$ cat config.mk
export PLATFORM = sky130hd
export DESIGN_NAME = nwsc_ctrl
export DESIGN_NICKNAME = d
export VERILOG_FILES = /design/src/hw/rtl/nwsc_pkg.sv /design/src/hw/rtl/nwsc_ctrl.sv
export SDC_FILE = /design/constraint.sdc
export NUM_CORES = 1
export LEC_CHECK = 0
export BUFFER_PORTS_ARGS = -buffer_cell sky130_fd_sc_hd__buf_2
export CORE_MARGIN = 2
export CORE_UTILIZATION = 45
export CTS_CLUSTER_SIZE = 40
export DETAILED_ROUTE_END_ITERATION = 12
export PLACE_DENSITY = 0.75
export SYNTH_ARGS = -nofsm -noshare
export SYNTH_HDL_FRONTEND = slang
export SYNTH_SLANG_ARGS = --single-unit
$ cat constraint.sdc
create_clock -name clk -period 14.54 [get_ports clk]
set_clock_uncertainty 0.15 [all_clocks]
set_input_delay 2.908 -clock clk [delete_from_list [all_inputs] [get_ports clk]]
set_output_delay 2.908 -clock clk [all_outputs]
set_load 0.1 [all_outputs]
$ cat src/hw/rtl/nwsc_pkg.sv
// ----------------------------------------------------------------------------
// nwsc_pkg
// Shared types and constants of the nearest waypoint speed controller.
// ----------------------------------------------------------------------------
package nwsc_pkg;

  // field widths fixed by the interface
  localparam int POS_BITS_DEF = 24;
  localparam int SPEED_W      = 16;
  localparam int GAIN_W       = 16;
  localparam int ACCEL_W      = 16;
  localparam int OP_W         = 2;

  // configuration port
  localparam int CFG_ADDR_W = 3;
  localparam int CFG_DATA_W = 32;
  localparam int REG_IDX_W  = CFG_ADDR_W - 2;
  localparam logic [REG_IDX_W-1:0] REG_GAIN = '0;

  // item opcodes, code 3 is unused and dropped
  typedef enum logic [OP_W-1:0] {
    OP_POSE  = 2'd0,
    OP_POINT = 2'd1,
    OP_TICK  = 2'd2
  } nwsc_op_t;

  // control and payload of the item in the second stage
  typedef struct packed {
    logic                      vld;
    nwsc_op_t                  op;
    logic                      last;
    logic signed [SPEED_W-1:0] speed;
  } nwsc_s2_t;

endpackage

$ cat src/hw/rtl/nwsc_ctrl.sv
// ----------------------------------------------------------------------------
// nwsc_ctrl
// Nearest point selection, target speed and the proportional command.
// ----------------------------------------------------------------------------
module nwsc_ctrl
  import nwsc_pkg::*;
#(
  parameter int POS_BITS = POS_BITS_DEF
)
(
  input  logic                      clk,
  input  logic                      rst_n,
  input  nwsc_s2_t                  s2,
  input  logic [2*POS_BITS:0]       sq_x,
  input  logic [2*POS_BITS:0]       sq_y,
  input  logic [2*POS_BITS:0]       sq_z,
  input  logic [GAIN_W-1:0]         gain,
  output logic                      s2_hold,
  output logic                      out_valid,
  input  logic                      out_ready,
  output logic signed [ACCEL_W-1:0] out_accel_cmd,
  output logic signed [SPEED_W-1:0] out_speed_cmd
);

  localparam int DIST_W = 2 * POS_BITS + 2;
  localparam int ERR_W  = SPEED_W + 1;
  localparam int PROD_W = GAIN_W + 1 + ERR_W;
  localparam int FRAC   = 8;

  logic [DIST_W-1:0]         best_r;
  logic signed [SPEED_W-1:0] best_speed_r;
  logic                      scan_open_r;
  logic signed [SPEED_W-1:0] target_r;
  logic                      out_valid_r;
  logic signed [ACCEL_W-1:0] accel_r;
  logic signed [SPEED_W-1:0] speed_r;

  logic                      s2_fire;
  logic                      is_point;
  logic                      is_tick;
  logic [DIST_W-1:0]         dist_sum;
  logic                      take;
  logic signed [SPEED_W-1:0] win_speed;
  logic signed [ERR_W-1:0]   err;
  logic signed [PROD_W-1:0]  prod;
  logic                      fits;
  logic signed [ACCEL_W-1:0] accel_nxt;

  assign is_point = (s2.op == OP_POINT);
  assign is_tick  = (s2.op == OP_TICK);
  assign s2_hold  = s2.vld && is_tick && out_valid_r && !out_ready;
  assign s2_fire  = s2.vld && !s2_hold;

  // squared distance and first strict minimum of the run
  assign dist_sum  = DIST_W'(sq_x) + DIST_W'(sq_y) + DIST_W'(sq_z);
  assign take      = !scan_open_r || (dist_sum < best_r);
  assign win_speed = take ? s2.speed : best_speed_r;

  always_ff @(posedge clk) begin
    if (!rst_n) begin
      best_r       <= '0;
      best_speed_r <= '0;
      scan_open_r  <= 1'b0;
      target_r     <= '0;
    end else if (s2_fire && is_point) begin
      if (take) begin
        best_r       <= dist_sum;
        best_speed_r <= s2.speed;
      end
      scan_open_r <= !s2.last;
      if (s2.last) begin
        target_r <= win_speed;
      end
    end
  end

  // gain times speed error, floored by the shift, then saturated
  always_comb begin
    err       = ERR_W'(target_r) - ERR_W'(s2.speed);
    prod      = PROD_W'($signed({1'b0, gain})) * PROD_W'(err);
    fits      = (prod[PROD_W-1:FRAC+ACCEL_W-1] == '0) || (&prod[PROD_W-1:FRAC+ACCEL_W-1]);
    accel_nxt = prod[FRAC+ACCEL_W-1:FRAC];
    if (!fits) begin
      accel_nxt = prod[PROD_W-1] ? {1'b1, {(ACCEL_W-1){1'b0}}} : {1'b0, {(ACCEL_W-1){1'b1}}};
    end
  end

  // result register
  always_ff @(posedge clk) begin
    if (!rst_n) begin
      out_valid_r <= 1'b0;
    end else if (s2_fire && is_tick) begin
      out_valid_r <= 1'b1;
    end else if (out_ready) begin
      out_valid_r <= 1'b0;
    end
  end

  always_ff @(posedge clk) begin
    if (s2_fire && is_tick) begin
      accel_r <= accel_nxt;
      speed_r <= target_r;
    end
  end

  assign out_valid     = out_valid_r;
  assign out_accel_cmd = accel_r;
  assign out_speed_cmd = speed_r;

endmodule

==> impl_metrics.json <==
{
  "status": "finished clean",
  "synth_top_area_share_pct": 26.26,
  "fin_nets": 3149,
  "clk_latency_ns": 0.43,
  "clockPowerShare_pct": 7.1,
  "dp_hpwl_um": 41400,
  "finalSetupTns_ns": 0,
  "grt.busiest_layer": "met2",
  "drt_wl_total_um": 52190,
  "p_leak_nw": 10.79,
  "endpoint_kind": "flop",
  "cts_tree": "yes",
  "synth_commonest_cells": "367 x inv_1, 259 x fa_1, 237 x ha_1",
  "grt_usage_pct": 23.40,
  "yosysUniqueCellTypes": 78,
  "critPathTopFamily": "adder cells",
  "io_pins": 220,
  "hold_path_class": "reg -> reg",
  "setup_violations": 0,
  "power_w": 0.005621,
  "slew_headroom_pct": 25.92,
  "cp.required_ns": 14.52,
  "rsz0062_at_grt": "no",
  "dieWidth_um": 213.5,
  "max_freq_mhz": 79.58,
  "synth.most_common_cell": "inv_1",
  "fill_cells": 4130,
  "hp-start": "best_r[46]",
  "worstMarginPinSlew_ns": 1.111,
  "cp_max_fo": 16,
  "hold_viol_final": 0,
  "drive_above_1_share_pct": 12.50,
  "yosys.area.top_type": "fa_1",
  "area_delta_synth_final_pct": 10.87,
  "antenna_found_initial": 9,
  "fin_crit_ns": 12.57,
  "die_height_um": 213.5,
  "power_switching_w": 0.002963,
  "ir_drop_v": 0.0003832,
  "crit_path_start_kind": "primary input",
  "grt_pass1_wl_um": 84460,
  "cts_buffers": 17,
  "cts_setup_buffers": 0,
  "cts_root_buf": "clkbuf_16",
  "cts.htree.levels": 4,
  "vias_per_cell": 5.474,
  "synth_cells": 2320,
  "synth_flop_cell": "dfxtp_1",
  "avgSynthCellArea_um2": 8.510,
  "syn-cell-area_mm2": 0.01974,
  "rrSetupSlack_ns": 4.20,
  "grtUsageMet1_pct": 28.63,
  "cap_violations": 0,
  "grt_util_met3_pct": 5.726,
  "slowest_delay_ns": 0.74,
  "sw_frac_of_total_pct": 52.71,
  "clockBufferDepth": 2,
  "initial_core_util_pct": 45.73,
  "drt_iter0_drc": 1139,
  "startpoint": "s2[0]",
  "rows": 76,
  "cts.sinks": 116,
  "async_reset_ff_share_pct": 0,
  "crit_top_cell": "fa_1",
  "synthTopCellsByArea": "fa_1 26%, ha_1 15%, dfxtp_1 8.5%",
  "slowest_stage": "o41ai_4",
  "grt_pass1_vias": 17170,
  "combPwrFrac_pct": 85.1,
  "critical_path_class": "in -> reg",
  "period_share_pct": 86.42,
  "crit-reg2reg-launch": "target_r[0]",
  "ant_nets": 0,
  "port_buffers": 219,
  "ys_ff_latch": 116,
  "routabilityCongestion": 0.9146,
  "p_seq_share_pct": 7.8,
  "grt_util_met2_pct": 40.45,
  "cts.repair.resized": 0,
  "p_int_w": 0.002658,
  "wl_per_cell_um": 17.00,
  "via_count": 16800,
  "synth-edff-count": 32,
  "arrival_ns": 12.54,
  "drt_first_pass_iters": 5,
  "grt.overflow.total": 0,
  "path_buf_inv": 5,
  "p_per_area_mw_per_mm2": 256.8,
  "syn-num-nets": 3002,
  "clk_pin_slew_worst_paths_ns": 0.06,
  "dieArea_mm2": 0.04557,
  "seq_area_frac_synth_pct": 13.38,
  "hold_buffers": 0,
  "yosysWarnings": 0,
  "remaining_drc_errors": 0,
  "grt_max_degree": 64,
  "coreArea_mm2": 0.04317,
  "fin_util_pct": 50.71,
  "final_max_slew_viol_count": 0
}
==> worst paths after layout <==
| path | end | cells past startpoint |
|---|---|---|
| max | out_accel_cmd[3] | 33 |
| min | best_r[46] | 2 |
| max reg2reg | out_accel_cmd[3] | 33 |
| min reg2reg | best_r[46] | 2 |
==> final cells by class <==
cell class	count	area [um^2]	area share [%]
multi-input combinational	1726	15340	70.07
inverter	368	1381	6.310
sequential	116	2643	12.07
tap	585	732.0	3.344
clock inverter	15	122.6	0.5601
timing repair buffer	238	1239	5.658
clock buffer	17	425.4	1.943
antenna	4	10.01	0.04572
==> flip-flops by register name, indices dropped and copies added, names as in the netlist <==
register       cells
best_speed_r      16
best_r            50
out_speed_cmd     16
scan_open_r        1
target_r          16
out_accel_cmd     16
out_valid          1
==> power groups by stage <==
stage	sequential [W]	combinational, W	clock (W)
CTS	0.000441	0.00478	0.000407
finish	0.000439	0.00478	0.000398
global placement	0.000446	0.00457	0
detailed placement	0.000448	0.00473	0
floorplan	0.000578	0.00362	0
global route	0.000444	0.00542	0.000420
==> worst min-delay path, stage by stage (launching register included) <==
cell	delay, ns
dfxtp_1	0.31
nand2_1	0.05
a21oi_1	0.05
==> logic make-up (layout without fill, tap and decap cells) <==
| group | Yosys count | after routing | synth area share, % |
|---|---|---|---|
| AO/OA/AOI/OAI | 404 | 404 | 13.66 |
| XOR/XNOR | 74 | 74 | 3.321 |
| adder cells (fa/ha/maj) | 496 | 496 | 41.28 |
| buffers and inverters | 478 | 638 | 9.144 |
| flip-flops | 116 | 116 | 13.38 |
| multiplexers | 33 | 33 | 1.673 |
| other | 0 | 4 | 0 |
| AND/OR/NAND/NOR | 719 | 719 | 17.54 |
==> per-layer routing <==
metal / vias to the layer above / part of all wire [%] / routed length (um)
li1: 7974 / - / -
met2: 578 / 48 / 25120
met3: 116 / 7.8 / 4075
met1: 8122 / 41 / 21400
met4: 10 / 2.9 / 1525
met5: - / 0.12 / 62
==> per-stage QoR <==
stage / instance area (um^2) / setup WS, ns / instances / hold WS [ns]
2_1_floorplan: 19740 / 2.498 / 2320 / 0.2800
3_3_place_gp: 21330 / 1.756 / 3033 / 0.2947
3_5_place_dp: 21330 / 1.554 / 3033 / 0.2981
4_1_cts: 21880 / 1.993 / 3065 / 0.3067
5_1_grt: 21890 / 1.319 / 3067 / 0.3248
6_report: 21890 / 1.975 / 3069 / 0.3048
==> placed cells by master (no fill, tap or decap), types with 12 or more instances in the layout <==
master       n
nand2b_1    12
a21o_1      55
fa_1       259
xnor2_1     42
buf_4       19
nor2_1     174
mux2i_1     33
xor2_1      28
buf_2      219
o211ai_1    21
nand2_1    212
ha_1       237
and3_1      34
o21a_1      14
a211oi_1    16
nand3_1     79
o21ai_0     71
a31oi_1     12
dfxtp_1     84
nor3_1      36
a21oi_1    105
or2_2       15
clkbuf_16   17
inv_1      366
and2_1      61
nand4_1     31
nor2b_1     21
edfxtp_1    32
Power figures use the tool's default switching activity.
