### config.mk
export PLATFORM = sky130hd
export DESIGN_NAME = nwsc_dist
export DESIGN_NICKNAME = d
export VERILOG_FILES = /design/src/hw/rtl/nwsc_pkg.sv /design/src/hw/rtl/nwsc_dist.sv
export SDC_FILE = /design/constraint.sdc
export NUM_CORES = 2
export LEC_CHECK = 0
export BUFFER_PORTS_ARGS = -buffer_cell sky130_fd_sc_hd__buf_2
export CAP_MARGIN = 25
export CELL_PAD_IN_SITES_DETAIL_PLACEMENT = 1
export CELL_PAD_IN_SITES_GLOBAL_PLACEMENT = 1
export CORE_ASPECT_RATIO = 2
export CORE_MARGIN = 4
export CORE_UTILIZATION = 30
export DETAILED_ROUTE_END_ITERATION = 6
export PLACE_DENSITY = 0.66
export SYNTH_ARGS = -nofsm -noshare
export SYNTH_HDL_FRONTEND = slang
export SYNTH_SLANG_ARGS = --single-unit
### constraint.sdc
create_clock -name clk -period 22.4 [get_ports clk]
set_input_delay 3.36 -clock clk [delete_from_list [all_inputs] [get_ports clk]]
set_output_delay 3.36 -clock clk [all_outputs]
set_load 0.01 [all_outputs]
### src/hw/rtl/nwsc_pkg.sv
// ----------------------------------------------------------------------------
// nwsc_pkg
// Shared types and constants of the nearest waypoint speed controller.
// ----------------------------------------------------------------------------
package nwsc_pkg;

  // field widths fixed by the interface
  localparam int POS_BITS_DEF = 24;
  localparam int SPEED_W      = 16;
  localparam int GAIN_W       = 16;
  localparam int ACCEL_W      = 16;
  localparam int OP_W         = 2;

  // configuration port
  localparam int CFG_ADDR_W = 3;
  localparam int CFG_DATA_W = 32;
  localparam int REG_IDX_W  = CFG_ADDR_W - 2;
  localparam logic [REG_IDX_W-1:0] REG_GAIN = '0;

  // item opcodes, code 3 is unused and dropped
  typedef enum logic [OP_W-1:0] {
    OP_POSE  = 2'd0,
    OP_POINT = 2'd1,
    OP_TICK  = 2'd2
  } nwsc_op_t;

  // control and payload of the item in the second stage
  typedef struct packed {
    logic                      vld;
    nwsc_op_t                  op;
    logic                      last;
    logic signed [SPEED_W-1:0] speed;
  } nwsc_s2_t;

endpackage

### src/hw/rtl/nwsc_dist.sv
// ----------------------------------------------------------------------------
// nwsc_dist
// Input register, stored vehicle pose and the three squared axis distances.
// ----------------------------------------------------------------------------
module nwsc_dist
  import nwsc_pkg::*;
#(
  parameter int POS_BITS = POS_BITS_DEF
)
(
  input  logic                       clk,
  input  logic                       rst_n,
  input  logic                       in_valid,
  output logic                       in_ready,
  input  logic [OP_W-1:0]            in_op,
  input  logic signed [POS_BITS-1:0] in_pos_x,
  input  logic signed [POS_BITS-1:0] in_pos_y,
  input  logic signed [POS_BITS-1:0] in_pos_z,
  input  logic signed [SPEED_W-1:0]  in_speed_in,
  input  logic                       in_last_point,
  input  logic                       s2_hold,
  output nwsc_s2_t                   s2,
  output logic [2*POS_BITS:0]        sq_x,
  output logic [2*POS_BITS:0]        sq_y,
  output logic [2*POS_BITS:0]        sq_z
);

  localparam int DIFF_W = POS_BITS + 1;
  localparam int SQ_W   = 2 * POS_BITS + 1;

  // stage 1 registers
  logic                       s1_vld_r;
  logic [OP_W-1:0]            s1_op_r;
  logic signed [POS_BITS-1:0] s1_x_r, s1_y_r, s1_z_r;
  logic signed [SPEED_W-1:0]  s1_speed_r;
  logic                       s1_last_r;

  // stored pose
  logic signed [POS_BITS-1:0] veh_x_r, veh_y_r, veh_z_r;
  logic signed [SPEED_W-1:0]  veh_speed_r;

  // stage 2 registers
  nwsc_s2_t    s2_r;
  logic [SQ_W-1:0] sq_x_r, sq_y_r, sq_z_r;

  logic        s1_go;
  logic        in_acc;
  logic        s1_pose;
  logic        s1_tick;
  logic signed [DIFF_W-1:0] dx, dy, dz;
  logic [DIFF_W-1:0] mx, my, mz;
  logic [SQ_W-1:0]   sqx_nxt, sqy_nxt, sqz_nxt;
  nwsc_s2_t          s2_nxt;

  assign s1_go    = s1_vld_r && !s2_hold;
  assign in_ready = !s1_vld_r || !s2_hold;
  assign in_acc   = in_valid && in_ready;
  assign s1_pose  = (nwsc_op_t'(s1_op_r) == OP_POSE);
  assign s1_tick  = (nwsc_op_t'(s1_op_r) == OP_TICK);

  // input register
  always_ff @(posedge clk) begin
    if (!rst_n) begin
      s1_vld_r <= 1'b0;
    end else if (in_ready) begin
      s1_vld_r <= in_valid;
    end
  end

  always_ff @(posedge clk) begin
    if (in_acc) begin
      s1_op_r    <= in_op;
      s1_x_r     <= in_pos_x;
      s1_y_r     <= in_pos_y;
      s1_z_r     <= in_pos_z;
      s1_speed_r <= in_speed_in;
      s1_last_r  <= in_last_point;
    end
  end

  // pose update as the item leaves stage 1
  always_ff @(posedge clk) begin
    if (!rst_n) begin
      veh_x_r     <= '0;
      veh_y_r     <= '0;
      veh_z_r     <= '0;
      veh_speed_r <= '0;
    end else if (s1_go && s1_pose) begin
      veh_x_r     <= s1_x_r;
      veh_y_r     <= s1_y_r;
      veh_z_r     <= s1_z_r;
      veh_speed_r <= s1_speed_r;
    end
  end

  // axis differences and their magnitudes
  always_comb begin
    dx = DIFF_W'(s1_x_r) - DIFF_W'(veh_x_r);
    dy = DIFF_W'(s1_y_r) - DIFF_W'(veh_y_r);
    dz = DIFF_W'(s1_z_r) - DIFF_W'(veh_z_r);
    mx = dx[DIFF_W-1] ? DIFF_W'(-dx) : DIFF_W'(dx);
    my = dy[DIFF_W-1] ? DIFF_W'(-dy) : DIFF_W'(dy);
    mz = dz[DIFF_W-1] ? DIFF_W'(-dz) : DIFF_W'(dz);
  end

  // three independent squares, registered before the sum
  assign sqx_nxt = SQ_W'(mx * mx);
  assign sqy_nxt = SQ_W'(my * my);
  assign sqz_nxt = SQ_W'(mz * mz);

  // ticks carry the vehicle speed seen at their place in the stream
  always_comb begin
    s2_nxt       = '0;
    s2_nxt.vld   = s1_vld_r;
    s2_nxt.op    = nwsc_op_t'(s1_op_r);
    s2_nxt.last  = s1_last_r;
    s2_nxt.speed = s1_tick ? veh_speed_r : s1_speed_r;
  end

  // stage 2 register, only the valid bit is reset
  always_ff @(posedge clk) begin
    if (!rst_n) begin
      s2_r.vld <= 1'b0;
    end else if (!s2_hold) begin
      s2_r.vld <= s2_nxt.vld;
    end
    if (s1_go) begin
      s2_r.op    <= s2_nxt.op;
      s2_r.last  <= s2_nxt.last;
      s2_r.speed <= s2_nxt.speed;
      sq_x_r     <= sqx_nxt;
      sq_y_r     <= sqy_nxt;
      sq_z_r     <= sqz_nxt;
    end
  end

  assign s2   = s2_r;
  assign sq_x = sq_x_r;
  assign sq_y = sq_y_r;
  assign sq_z = sq_z_r;

endmodule

==> results.py <==
metrics = {
    "outcome": {
        "status": "completed",
    },
    "timing": {
        "hold_viol_final": 0,
        "period_needed_ps": 12580,
        "setup_viol": 0,
        "fin_tns_setup_ps": 0,
        "tightest_slew_ps": 1120,
        "fin_crit_sh_pct": 56.2,
        "fin_skew_ps": 47.9,
        "slew-limit-headroom_pct": 24.8,
        "fmax_ghz": 0.0795,
        "maxSlewViolCount": 0,
        "rsz0062_at_grt": "no",
    },
    "clocking": {
        "cts_tree": "done",
        "clkTransAtPathRegs_ps": 80,
        "post_cts_buffers": 0,
        "cts_hold_buf": 0,
        "cts_resized": 0,
        "clock_latency_ps": 660,
        "cts_max_path_buffers": 3,
        "ctsRootBufferMaster": "clkbuf_16",
        "numClockSinks": 344,
        "cts_buffers": 41,
        "htreeDepth": 2,
    },
    "floorplanning": {
        "fp.dieW_um": 345,
        "start_util_pct": 30.2,
        "dieArea_um2": 236000,
        "die_h_um": 683,
        "core_um2": 227000,
        "num_rows": 247,
        "top_level_ports": 263,
    },
    "synth": {
        "synthFlopType": "edfxtp_1",
        "synth_compound_area_share_pct": 7.55,
        "synthMuxAreaShare_pct": 0.403,
        "yosys.area_share.xor_xnor_pct": 3.62,
        "syn-mean-instance-area_um2": 9.45,
        "synth-seq-area-share_pct": 13.8,
        "synthDistinctLibCells": 98,
        "netlist_instances": 7230,
        "netlist_area_um2": 68300,
        "synth_edf_count": 254,
        "synth-adder-area-share_pct": 52.4,
        "ys_seq_elements": 344,
        "ys_warn_count": 0,
        "synthArstFlopShare_pct": 0,
        "synth_top_family_by_area": "adder cells",
        "synthSimpleGateAreaFrac_pct": 10.7,
    },
    "worst_setup_path": {
        "crit_buf_inv": 9,
        "path_delay_family": "adder cells",
        "cp_slowest_cell": "o41ai_1",
        "cp-start-kind": "register",
        "worst-setup-path-type": "reg2reg",
        "required_ps": 22800,
        "end_kind": "register",
        "max_stage_delay_ps": 670,
        "cp.arrival_ps": 12980,
        "cpMostUsedCell": "fa_1",
        "path_max_fanout": 20,
    },
    "drt": {
        "drcViolationCount": 0,
        "wire_per_inst_um": 22.1,
        "vias": 50800,
        "first_pass_iters": 5,
        "totalWireLength_um": 233000,
        "ant_nets": 0,
        "drtIter0Drc": 1899,
        "viasPerCell": 4.83,
    },
    "cells_and_area": {
        "syn_to_final_growth_pct": 9.97,
        "nFillCells": 26400,
        "drive_gt1_share_pct": 7.11,
        "nets": 9604,
        "final_cell_mix": "1857 x inv_1, 1407 x fa_1, 741 x nand2_1, 608 x ha_1, 588 x nor2_1",
        "final_common_cell": "inv_1",
    },
    "placement": {
        "dp_hpwl_um": 196000,
        "portBuffers": 259,
        "gp_congestion": 0.919,
    },
    "flow_run": {
        "drv_cap": 0,
    },
    "global_route": {
        "antenna_found_initial": 19,
        "grt-ovfl-total": 0,
        "grt_max_degree": 110,
        "grt_use_total_pct": 19.9,
        "grt_pass1_vias": 61400,
        "grt_pass1_wl_um": 357000,
    },
    "worst_hold_path": {
        "hold_path_class": "reg2reg",
    },
}
[logic make-up after synthesis]
kind of cell | count (synthesis)
mux | 25
other cells | 2
simple gates | 1700
buf+inv | 2091
xor+xnor | 275
fa+ha+maj | 2015
flops | 344
compound gates | 778
[cells in the mapped netlist, types with 7 or more instances]
library cell,number,share of area (%)
o31a_1,8,0.10
o21ai_0,108,0.79
and3_1,36,0.33
o21bai_1,26,0.29
or2_2,13,0.12
xnor2_1,178,2.3
clkbuf_1,169,0.93
clkinv_1,7,0.038
o21ai_1,8,0.059
ha_1,608,11
a221oi_1,7,0.090
nand4_1,28,0.26
nor3_1,38,0.28
nor3b_1,8,0.088
a21o_1,97,1.1
buf_1,17,0.093
or3_1,22,0.20
nor2_1,588,3.2
xor2_1,91,1.2
inv_2,19,0.10
a31oi_1,29,0.27
a21oi_1,216,1.6
nor2b_1,35,0.32
mux2_2,19,0.31
o211ai_1,17,0.19
inv_1,1858,10
a2111oi_0,7,0.090
a211oi_1,13,0.14
or4_1,7,0.077
edfxtp_1,254,11
a21boi_0,95,1.0
nand2_1,741,4.1
nand2b_1,52,0.48
a31o_2,9,0.12
nand3_1,53,0.39
fa_1,1407,41
a211o_1,7,0.090
dfxtp_1,90,2.6
buf_2,14,0.10
and2_1,35,0.32
o21a_1,44,0.48
o31ai_1,11,0.12
nor4_1,13,0.12
[routing by layer]
metal,global-route usage (%),vias up,part of all wire (%)
met5,0,-,0.018
met4,11.5,6,7.1
met2,41.2,1254,58
li1,-,22400,-
met3,2.25,656,3.4
met1,18.4,26500,32
[area by class of cell]
cell class	instances	area (um^2)	area share, %
tap	2988	3740	4.98
multi-input combinational	4851	51300	68.3
timing repair buffer	371	2150	2.87
inverter	1885	7090	9.43
clock inverter	21	244	0.325
sequential	344	9430	12.6
clock buffer	55	1160	1.54
antenna	6	15.0	0.0200
[metrics by stage]
stage,setup WS [ps],hold WS [ps],cells,utilization (%),area [um^2]
CTS,9810,425,10500,33.1,75100
detailed placement,9820,415,10400,32.5,73700
global route,9110,440,10500,33.2,75100
global placement,9920,414,10400,32.5,73700
finish,9820,421,10500,33.2,75100
floorplan,12220,400,7286,-,68500
[state kept, by name, summed over array words and instances, names as in the netlist, 16 cells and up]
| signal | count |
|---|---|
| sq_x | 48 |
| s1_x_r | 24 |
| s1_y_r | 24 |
| veh_speed_r | 16 |
| s1_speed_r | 16 |
| sq_y | 48 |
| s2 | 20 |
| s1_z_r | 24 |
| veh_z_r | 24 |
| veh_x_r | 24 |
| veh_y_r | 24 |
| sq_z | 48 |
[final timing paths]
path / slack, ps / endpoint / startpoint / cells past startpoint
max: 9820 / sq_y[47] / s1_y_r[2] / 37
min: 420 / s2[16] / s1_last_r / 0
max reg2reg: 9820 / sq_y[47] / s1_y_r[2] / 37
min reg2reg: 420 / s2[16] / s1_last_r / 0
Power is not shown: default switching activity piles up to over one toggle a cycle in this logic, so the estimate is an artifact.
