File: config.mk
export PLATFORM = sky130hd
export DESIGN_NAME = nwsc_cfg
export DESIGN_NICKNAME = d
export VERILOG_FILES = /design/src/hw/rtl/nwsc_pkg.sv /design/src/hw/rtl/nwsc_cfg.sv
export SDC_FILE = /design/constraint.sdc
export NUM_CORES = 1
export LEC_CHECK = 0
export ABC_AREA = 1
export BUFFER_PORTS_ARGS = -buffer_cell sky130_fd_sc_hd__buf_2
export CAP_MARGIN = 20
export CORE_ASPECT_RATIO = 1.1
export CORE_MARGIN = 3
export CORE_UTILIZATION = 36
export CTS_BUF_LIST = sky130_fd_sc_hd__clkbuf_2
export CTS_CLUSTER_SIZE = 24
export DETAILED_ROUTE_END_ITERATION = 6
export HOLD_SLACK_MARGIN = 0.1
export PLACE_DENSITY_LB_ADDON = 0.25
export SLEW_MARGIN = 20
export SYNTH_ARGS = -nofsm -noshare
export SYNTH_HDL_FRONTEND = slang
export SYNTH_SLANG_ARGS = --single-unit
File: constraint.sdc
create_clock -name clk -period 0.8 [get_ports clk]
set_clock_uncertainty 0.05 [all_clocks]
set_input_delay 0 -clock clk [delete_from_list [all_inputs] [get_ports clk]]
set_output_delay 0 -clock clk [all_outputs]
set_load 0.03 [all_outputs]
File: src/hw/rtl/nwsc_pkg.sv
// ----------------------------------------------------------------------------
// nwsc_pkg
// Shared types and constants of the nearest waypoint speed controller.
// ----------------------------------------------------------------------------
package nwsc_pkg;

  // field widths fixed by the interface
  localparam int POS_BITS_DEF = 24;
  localparam int SPEED_W      = 16;
  localparam int GAIN_W       = 16;
  localparam int ACCEL_W      = 16;
  localparam int OP_W         = 2;

  // configuration port
  localparam int CFG_ADDR_W = 3;
  localparam int CFG_DATA_W = 32;
  localparam int REG_IDX_W  = CFG_ADDR_W - 2;
  localparam logic [REG_IDX_W-1:0] REG_GAIN = '0;

  // item opcodes, code 3 is unused and dropped
  typedef enum logic [OP_W-1:0] {
    OP_POSE  = 2'd0,
    OP_POINT = 2'd1,
    OP_TICK  = 2'd2
  } nwsc_op_t;

  // control and payload of the item in the second stage
  typedef struct packed {
    logic                      vld;
    nwsc_op_t                  op;
    logic                      last;
    logic signed [SPEED_W-1:0] speed;
  } nwsc_s2_t;

endpackage

File: src/hw/rtl/nwsc_cfg.sv
// ----------------------------------------------------------------------------
// nwsc_cfg
// APB-style register file holding the proportional gain.
// ----------------------------------------------------------------------------
module nwsc_cfg
  import nwsc_pkg::*;
(
  input  logic                  clk,
  input  logic                  rst_n,
  input  logic                  cfg_psel,
  input  logic                  cfg_penable,
  input  logic                  cfg_pwrite,
  input  logic [CFG_ADDR_W-1:0] cfg_paddr,
  input  logic [CFG_DATA_W-1:0] cfg_pwdata,
  output logic [CFG_DATA_W-1:0] cfg_prdata,
  output logic                  cfg_pready,
  output logic [GAIN_W-1:0]     gain
);

  logic [GAIN_W-1:0]    gain_r;
  logic [REG_IDX_W-1:0] reg_idx;
  logic                 wr_en;

  assign reg_idx    = cfg_paddr[CFG_ADDR_W-1:2];
  assign cfg_pready = 1'b1;
  assign wr_en      = cfg_psel && cfg_penable && cfg_pwrite && (reg_idx == REG_GAIN);

  // gain register
  always_ff @(posedge clk) begin
    if (!rst_n) begin
      gain_r <= '0;
    end else if (wr_en) begin
      gain_r <= cfg_pwdata[GAIN_W-1:0];
    end
  end

  // read back
  always_comb begin
    cfg_prdata = '0;
    if (reg_idx == REG_GAIN) begin
      cfg_prdata = {{(CFG_DATA_W-GAIN_W){1'b0}}, gain_r};
    end
  end

  assign gain = gain_r;

endmodule

==> results of run 1 <==
-- timing repair --
item / in CTS / in global routing
setup buffers: 9 / 8
setup endpoints to repair: 32 / 37
pin swaps: 5 / 10
endpoints found under the hold margin: 16 / 16
gates resized for setup: 72 / 24
-- kinds of logic (layout without fill, tap and decap cells) --
family | after synthesis | count (layout) | share of synthesized area [%]
AND/OR/NAND/NOR | 84 | 84 | 39.2
buffers and inverters | 59 | 129 | 30.1
flip-flops | 16 | 16 | 30.0
other | 2 | 17 | 0.703
-- final timing paths --
kind	slack, ns	end	depth (start not counted)
min reg2reg	0.47	gain[13]$_SDFFE_PN0P_	2
max	-0.21	cfg_prdata[8]	3
min	0.00008	gain[15]$_SDFFE_PN0P_	3
max reg2reg	-0.03	gain[5]$_SDFFE_PN0P_	4
-- report_power, final --
part	internal, mW	switching, mW
logic	0.308	0.442
clock network	0.102	0.254
registers	0.821	0.0286
-- layout by cell type, fill, tap and decap left out --
cell type,n
nand2_4,1
clkinv_2,1
buf_2,21
nor2_1,12
buf_6,37
nor2_2,15
dfxtp_2,12
nand2_1,16
dfxtp_4,4
nand2_2,1
nand3_1,16
dlygate4sd3_1,16
buf_12,3
clkbuf_2,3
nor2_4,22
conb_1,17
inv_1,17
nor2_8,1
inv_2,17
buf_4,14
-- critical path: cells and delay by family, from the launching register on --
kind	cells	cell delay, ns
buffers and inverters	2	0.19
flip-flops	1	0.39
AND/OR/NAND/NOR	1	0.09
-- routing by layer --
metal | vias to the layer above | global-route usage (%) | part of all wire [%] | wire, microns
li1 | 593 | - | - | -
met1 | 537 | 19.1 | 37 | 1170
met2 | 46 | 29.8 | 57 | 1800
met3 | 2 | 1.43 | 5.7 | 181
met4 | 0 | 6.38 | 0.63 | 20
met5 | - | 0 | 0 | 0
-- final cells by class --
class / count / area [sq um] / area share (%)
clock buffers: 3 / 15.0 / 0.745
inverters: 35 / 133 / 6.58
multi-input cells: 101 / 628 / 31.2
flip-flops and latches: 16 / 350 / 17.4
well taps: 33 / 41.3 / 2.05
repair buffers: 91 / 847 / 42.0
-- through the flow --
step	instance area [sq um]	instances
after CTS	1870	271
after detailed placement	1460	243
after global placement	1460	243
after floorplan	1260	176
final	2010	279
after global routing	2010	279
==> reports/results.env, run 1 <==
OUTCOME='complete, but fails checks'
FAILING_CHECKS='negative setup slack'
CRIT_START='gain[8]$_SDFFE_PN0P_'
WORSTSETUPPATHTYPE='reg -> out'
YS_SEQ_ELEMENTS=16
CTS_TREE='yes'
SYNTH_AREA_SQ_UM=1070
GRT.OVERFLOW.TOTAL=0
HP-START='rst_n'
TIMING.CRITICAL_PATH.ARRIVAL_NS=0.96
START_KIND='flop'
AREA_GROWTH_PCT=88.5
CTS_INSERTED_BUFFERS=3
YOSYS.CELL_COUNT.TOP_TYPE='inv_1'
CTS-ROOT-BUF='clkbuf_2'
GRT_START_MAX_NET_PINS=17
LEADING_CELL_TYPES_BY_COUNT_AFTER_SYNTHESIS='inv_1 (33), nor2_1 (28), nor2_2 (20), buf_4 (17)'
POST_SYNTH_MAIN_AREA_CONTRIBUTORS='dfxtp_1 (30%), buf_4 (12%), nor2_2 (12%)'
CRIT_PATH_CELL_TRACE='inv_2, nor2_4, buf_6'
POST-LAYOUT-TOTAL-POWER_mW=1.96
CLOCK_SINKS=16
TIMING_HOLD_VIOLATIONS_FINAL=0
DIE_H_MICRONS=63.1
SYNTH.LIB_CELLS_USED.DISTINCT=18
FILL_CELL_COUNT=209
HTREEDEPTH=1
LARGEST_REGISTER_FFS=16
HOLD_REMOVAL_PATH_CLASS='in -> reg'
ROUTE.VIAS.TOTAL=1178
BOUNDARYPINS=89
POST-SYNTH-TOP-AREA-CELL='dfxtp_1'
NUMBER_OF_MAX_SLEW_VIOLATIONS_IN_THE_FINAL_REPORT=0
GRT_PASS1_VIAS=1056
SYNTH-WARNING-COUNT=0
FINALWORSTSETUPSLACK_NS=-0.207
DRT_PASS1_ITERATIONS=4
WHS_NS=0.0000769
FINAL.MIN_CLOCK_PERIOD_NS=1.01
SETUP_VIOL=33
INITIALDRTVIOLATIONCOUNT=28
CP-END-KIND='output pin'
HOLDBUFCOUNTCTS=16
FINAL_NETS=288
SYNTH_EDF_COUNT=0
DRIVE_ABOVE_1_SHARE_PCT=61.8
CELLPOWERDENSITY_nW_PER_UM2=971
GRT_ANTENNA_BEFORE_REPAIR=0
ANTENNA_VIOLATING_NETS_POST_ROUTE=0
CLKLATENCYLATEPIN_NS=0.28
PLACEMENTROWS=20
POWER.LEAKAGE_nW=0.990
CTS_BUFFER_DEPTH=2
PORT_BUFS=53
SYNTH.TOP_CELL.AREA_SHARE_PCT=30.0
SYNTH-SEQ-AREA-SHARE_PCT=30.0
CRITPATHMAXFANOUT=3
FINAL_CORE_UTIL_PCT=71.9
DETAIL_ROUTE.DRC_VIOLATIONS=0
PLACED_WIRE_LENGTH_ESTIMATE_AFTER_DETAILED_PLACEMENT_MM=1.87
GP_CONGESTION=0.717
CRITICAL-PATH-MAX-STAGE-DELAY_NS=0.39
CRIT-REG2REG-LAUNCH='gain[5]$_SDFFE_PN0P_'
CRIT_REQUIRED_NS=0.75
POSTROUTEWIRELENGTH_MM=3.17
DIE_X_MICRONS=57.9
INITIAL_CORE_UTIL_PCT=38.1
SYNTH_AREA_PER_CELL_SQ_UM=6.64
CRITICAL_PATH.SLOWEST_CELL='dfxtp_2'
ANTENNA_DIODE_COUNT=0
GRT_PASS1_WL_MM=4.73
SYNTHARSTFLOPSHARE_PCT=0
SYNTH-MAIN-FF-CELL='dfxtp_1'
MAX_FREQ_MHz=993
CORE-AREA_SQ_UM=2800
PLACE_WS_NS=-0.0291
DETAIL_ROUTE.WL_PER_CELL_MICRONS=11.4
GRT_SETUP_UNREPAIRED='true'
SYN-INSTANCE-COUNT=161
IRDROPWORSTVDD_uV=541
FLOORPLAN.DIE_AREA_SQ_UM=3660
CAP_VIOLATIONS=0
SETUP_TNS_NS=-4.41
AVGVIACOUNTPERCELL=4.22
GROUTE.USAGE.OVERALL_PCT=16.3
PERIOD_SHARE_PCT=126
WORST_SETUP_HOLD_PATH_CLK_SLEW_NS=0.16
(Power assumes the default switching activity.)
==> run 2: changes to the inputs <==
--- a/config.mk
+++ b/config.mk
@@ -7,4 +7,5 @@
 export LEC_CHECK = 0
 export ABC_AREA = 1
+export ABC_CLOCK_PERIOD_IN_PS = 800
 export BUFFER_PORTS_ARGS = -buffer_cell sky130_fd_sc_hd__buf_2
 export CAP_MARGIN = 20
==> constraint.sdc (replaced) <==
create_clock -name clk -period 0.8 [get_ports clk]
set_clock_uncertainty 0.05 [all_clocks]
set_input_delay 0.24 -clock clk [delete_from_list [all_inputs] [get_ports clk]]
set_output_delay 0.24 -clock clk [all_outputs]
set_load 0.03 [all_outputs]
==> reports/results.env, run 2 (synthesized netlist as in run 1, its figures left out) <==
INITIAL_CORE_UTIL_PCT=38.1  # unchanged
FINAL.MIN_CLOCK_PERIOD_NS=1.21  # +0.206 ns
FILL_CELL_COUNT=240  # +15%
POWER_FRAC_COMB_PCT=37.8  # -0.5 points
SETUP_VIOL=38  # +15%
GRT.OVERFLOW.TOTAL=0  # unchanged
WORSTSETUPPATHTYPE='reg -> out'
MAX_FREQ_MHz=824  # -17%
OUTCOME='complete, but fails checks'
FLOORPLAN.DIE_AREA_SQ_UM=3660  # unchanged
GRT_PASS1_WL_MM=4.77  # +0.87%
FINAL_CELL_MIX='buf_6 (43), nor2_4 (26), buf_2 (21)'
DRIVE_ABOVE_1_SHARE_PCT=66.7  # +4.9 points
POST-ROUTE-CELL-AREA_SQ_UM=1970  # -2.0%
START_KIND='flop'
WORST-R2R-CELL-COUNT=4  # unchanged
PLACED_WIRE_LENGTH_ESTIMATE_AFTER_DETAILED_PLACEMENT_MM=1.92  # +2.4%
CTS_TREE='yes'
PERIOD_SHARE_PCT=152  # +26 points
HOLD_REMOVAL_PATH_CLASS='in -> reg'
TIMING.CRITICAL_PATH.ARRIVAL_NS=0.92  # -0.04 ns
ANTENNA_VIOLATING_NETS_POST_ROUTE=0  # unchanged
DETAIL_ROUTE.DRC_VIOLATIONS=0  # unchanged
CLOCK_SINKS=16  # unchanged
ROUTE.VIAS.TOTAL=1122  # -4.8%
CRITPATHMAXFANOUT=3  # unchanged
GROUTE.USAGE.OVERALL_PCT=16.4  # +0.042 points
HTREEDEPTH=1  # unchanged
HOLDBUFCOUNTCTS=0  # -16
CELLPOWERDENSITY_nW_PER_UM2=976  # +0.52%
IRDROPWORSTVDD_uV=728  # +35%
CRIT_REQUIRED_NS=0.51  # -0.24 ns
PLACEMENTROWS=20  # unchanged
GRT_SETUP_UNREPAIRED='true'
ANTENNA_DIODE_COUNT=0  # unchanged
FINALWORSTSETUPSLACK_NS=-0.414  # -0.206 ns
AREA_GROWTH_PCT=84.7
DETAIL_ROUTE.WL_PER_CELL_MICRONS=10.6  # -7.0%
FAILING_CHECKS='negative setup slack'
GRT_PASS1_VIAS=1142  # +8.1%
PLACE_WS_NS=-0.345  # -0.316 ns
GP_CONGESTION=0.709  # -1.1%
GRT_ANTENNA_BEFORE_REPAIR=0  # unchanged
POSTROUTEWIRELENGTH_MM=2.82  # -11%
P_SWITCHING_mW=0.728  # +0.41%
MOSTFREQUENTLAYOUTCELL='buf_6'
TIMING_HOLD_VIOLATIONS_FINAL=0  # unchanged
CTS_BUFFER_DEPTH=2  # unchanged
BOUNDARYPINS=89  # unchanged
WORST_SETUP_HOLD_PATH_CLK_SLEW_NS=0.15  # about the same
CAP_VIOLATIONS=0  # unchanged
FINAL_CORE_UTIL_PCT=70.4  # -1.5 points
POWER.SHARE.SWITCHING_PCT=37.8  # +0.73 points
SEQUENTIALPOWERSHARE_PCT=43.0  # -0.4 points
POWER.LEAKAGE_nW=0.970  # -2.1%
CORE-AREA_SQ_UM=2800  # unchanged
INITIALDRTVIOLATIONCOUNT=11  # -61%
CLKLATENCYLATEPIN_NS=0.29  # about the same
DIE_X_MICRONS=57.9  # unchanged
PLACED_CELL_AREA_SQ_UM=1620  # +11%
CTS_INSERTED_BUFFERS=3  # unchanged
CELL_INTERNAL_PWR_mW=1.20  # -2.7%
CTS-ROOT-BUF='clkbuf_2'
WHS_PATH_DEPTH=5  # +2
LARGEST_REGISTER_FFS=16  # unchanged
PORT_BUFS=53  # unchanged
DIE_H_MICRONS=63.1  # unchanged
CLOCK_POWER_SHARE_PCT=19.2  # +1.0 points
NUMBER_OF_MAX_SLEW_VIOLATIONS_IN_THE_FINAL_REPORT=0  # unchanged
FINAL_NETS=275  # -4.5%
DRT_PASS1_ITERATIONS=2  # -2
CP-END-KIND='output pin'
AVGVIACOUNTPERCELL=4.20  # -0.47%
GRT_START_MAX_NET_PINS=17  # unchanged
==> run 2: cell types whose count changed in the layout (fill, tap and decap cells not counted), sizes merged <==
cell / change
buf: +3
clkinv: +1
dlygate4sd3: -16
==> run 2: path summary, 6_finish.rpt <==
path	from	end	slack, ns
max	gain[3]$_SDFFE_PN0P_	cfg_prdata[3]	-0.41
min	cfg_pwdata[15]	gain[15]$_SDFFE_PN0P_	0.20
max reg2reg	gain[6]$_SDFFE_PN0P_	gain[6]$_SDFFE_PN0P_	-0.06
min reg2reg	gain[13]$_SDFFE_PN0P_	gain[13]$_SDFFE_PN0P_	0.48
==> run 2: stage by stage <==
stage / setup TNS, ns / power [mW] / hold WS [ns] / cells
6_report: -12.52 / 1.93 / 0.197 / 267
4_1_cts: -13.25 / 1.93 / 0.172 / 267
5_1_grt: -15.03 / 2.05 / 0.174 / 267
2_1_floorplan: -5.07 / 1.35 / 0.404 / 176
3_5_place_dp: -11.03 / 1.46 / 0.449 / 257
3_3_place_gp: -10.87 / 1.45 / 0.438 / 257
==> run 2: layer usage <==
metal | global-route usage, % | up-vias | routed length, microns
li1 | - | 575 | -
met1 | 17.7 | 505 | 1050
met2 | 30.5 | 36 | 1560
met3 | 3.48 | 6 | 171
met4 | 5.51 | 0 | 40
met5 | 0 | - | 0
==> run 2: cell type report <==
class                           count  area (sq um)  area share (%)
Clock inverter                      1          3.75           0.190
Timing Repair Buffer               78           757            38.4
Tap cell                           33          41.3            2.09
Clock buffer                        3          15.0           0.761
Inverter                           35           135            6.85
Sequential cell                    16           368            18.6
Multi-Input combinational cell    101           653            33.1
==> run 2: timing repair <==
action	in CTS	in global routing
pin swaps	21	10
cloned	0	0
buffers inserted	6	2
gates resized for setup	89	11
endpoints found under the setup margin	32	42
==> run 2: worst max-delay path, stage by stage, from the launching register on <==
cell,delay [ns]
dfxtp_4,0.39
inv_2,0.04
nor2_4,0.07
buf_6,0.13
==> run 2: power by group through the flow <==
stage	Combinational (mW)	Clock [mW]	Sequential [mW]
2_1_floorplan	0.454	0	0.900
3_3_place_gp	0.616	0	0.837
3_5_place_dp	0.619	0	0.838
4_1_cts	0.713	0.390	0.827
5_1_grt	0.778	0.436	0.834
6_report	0.727	0.370	0.829
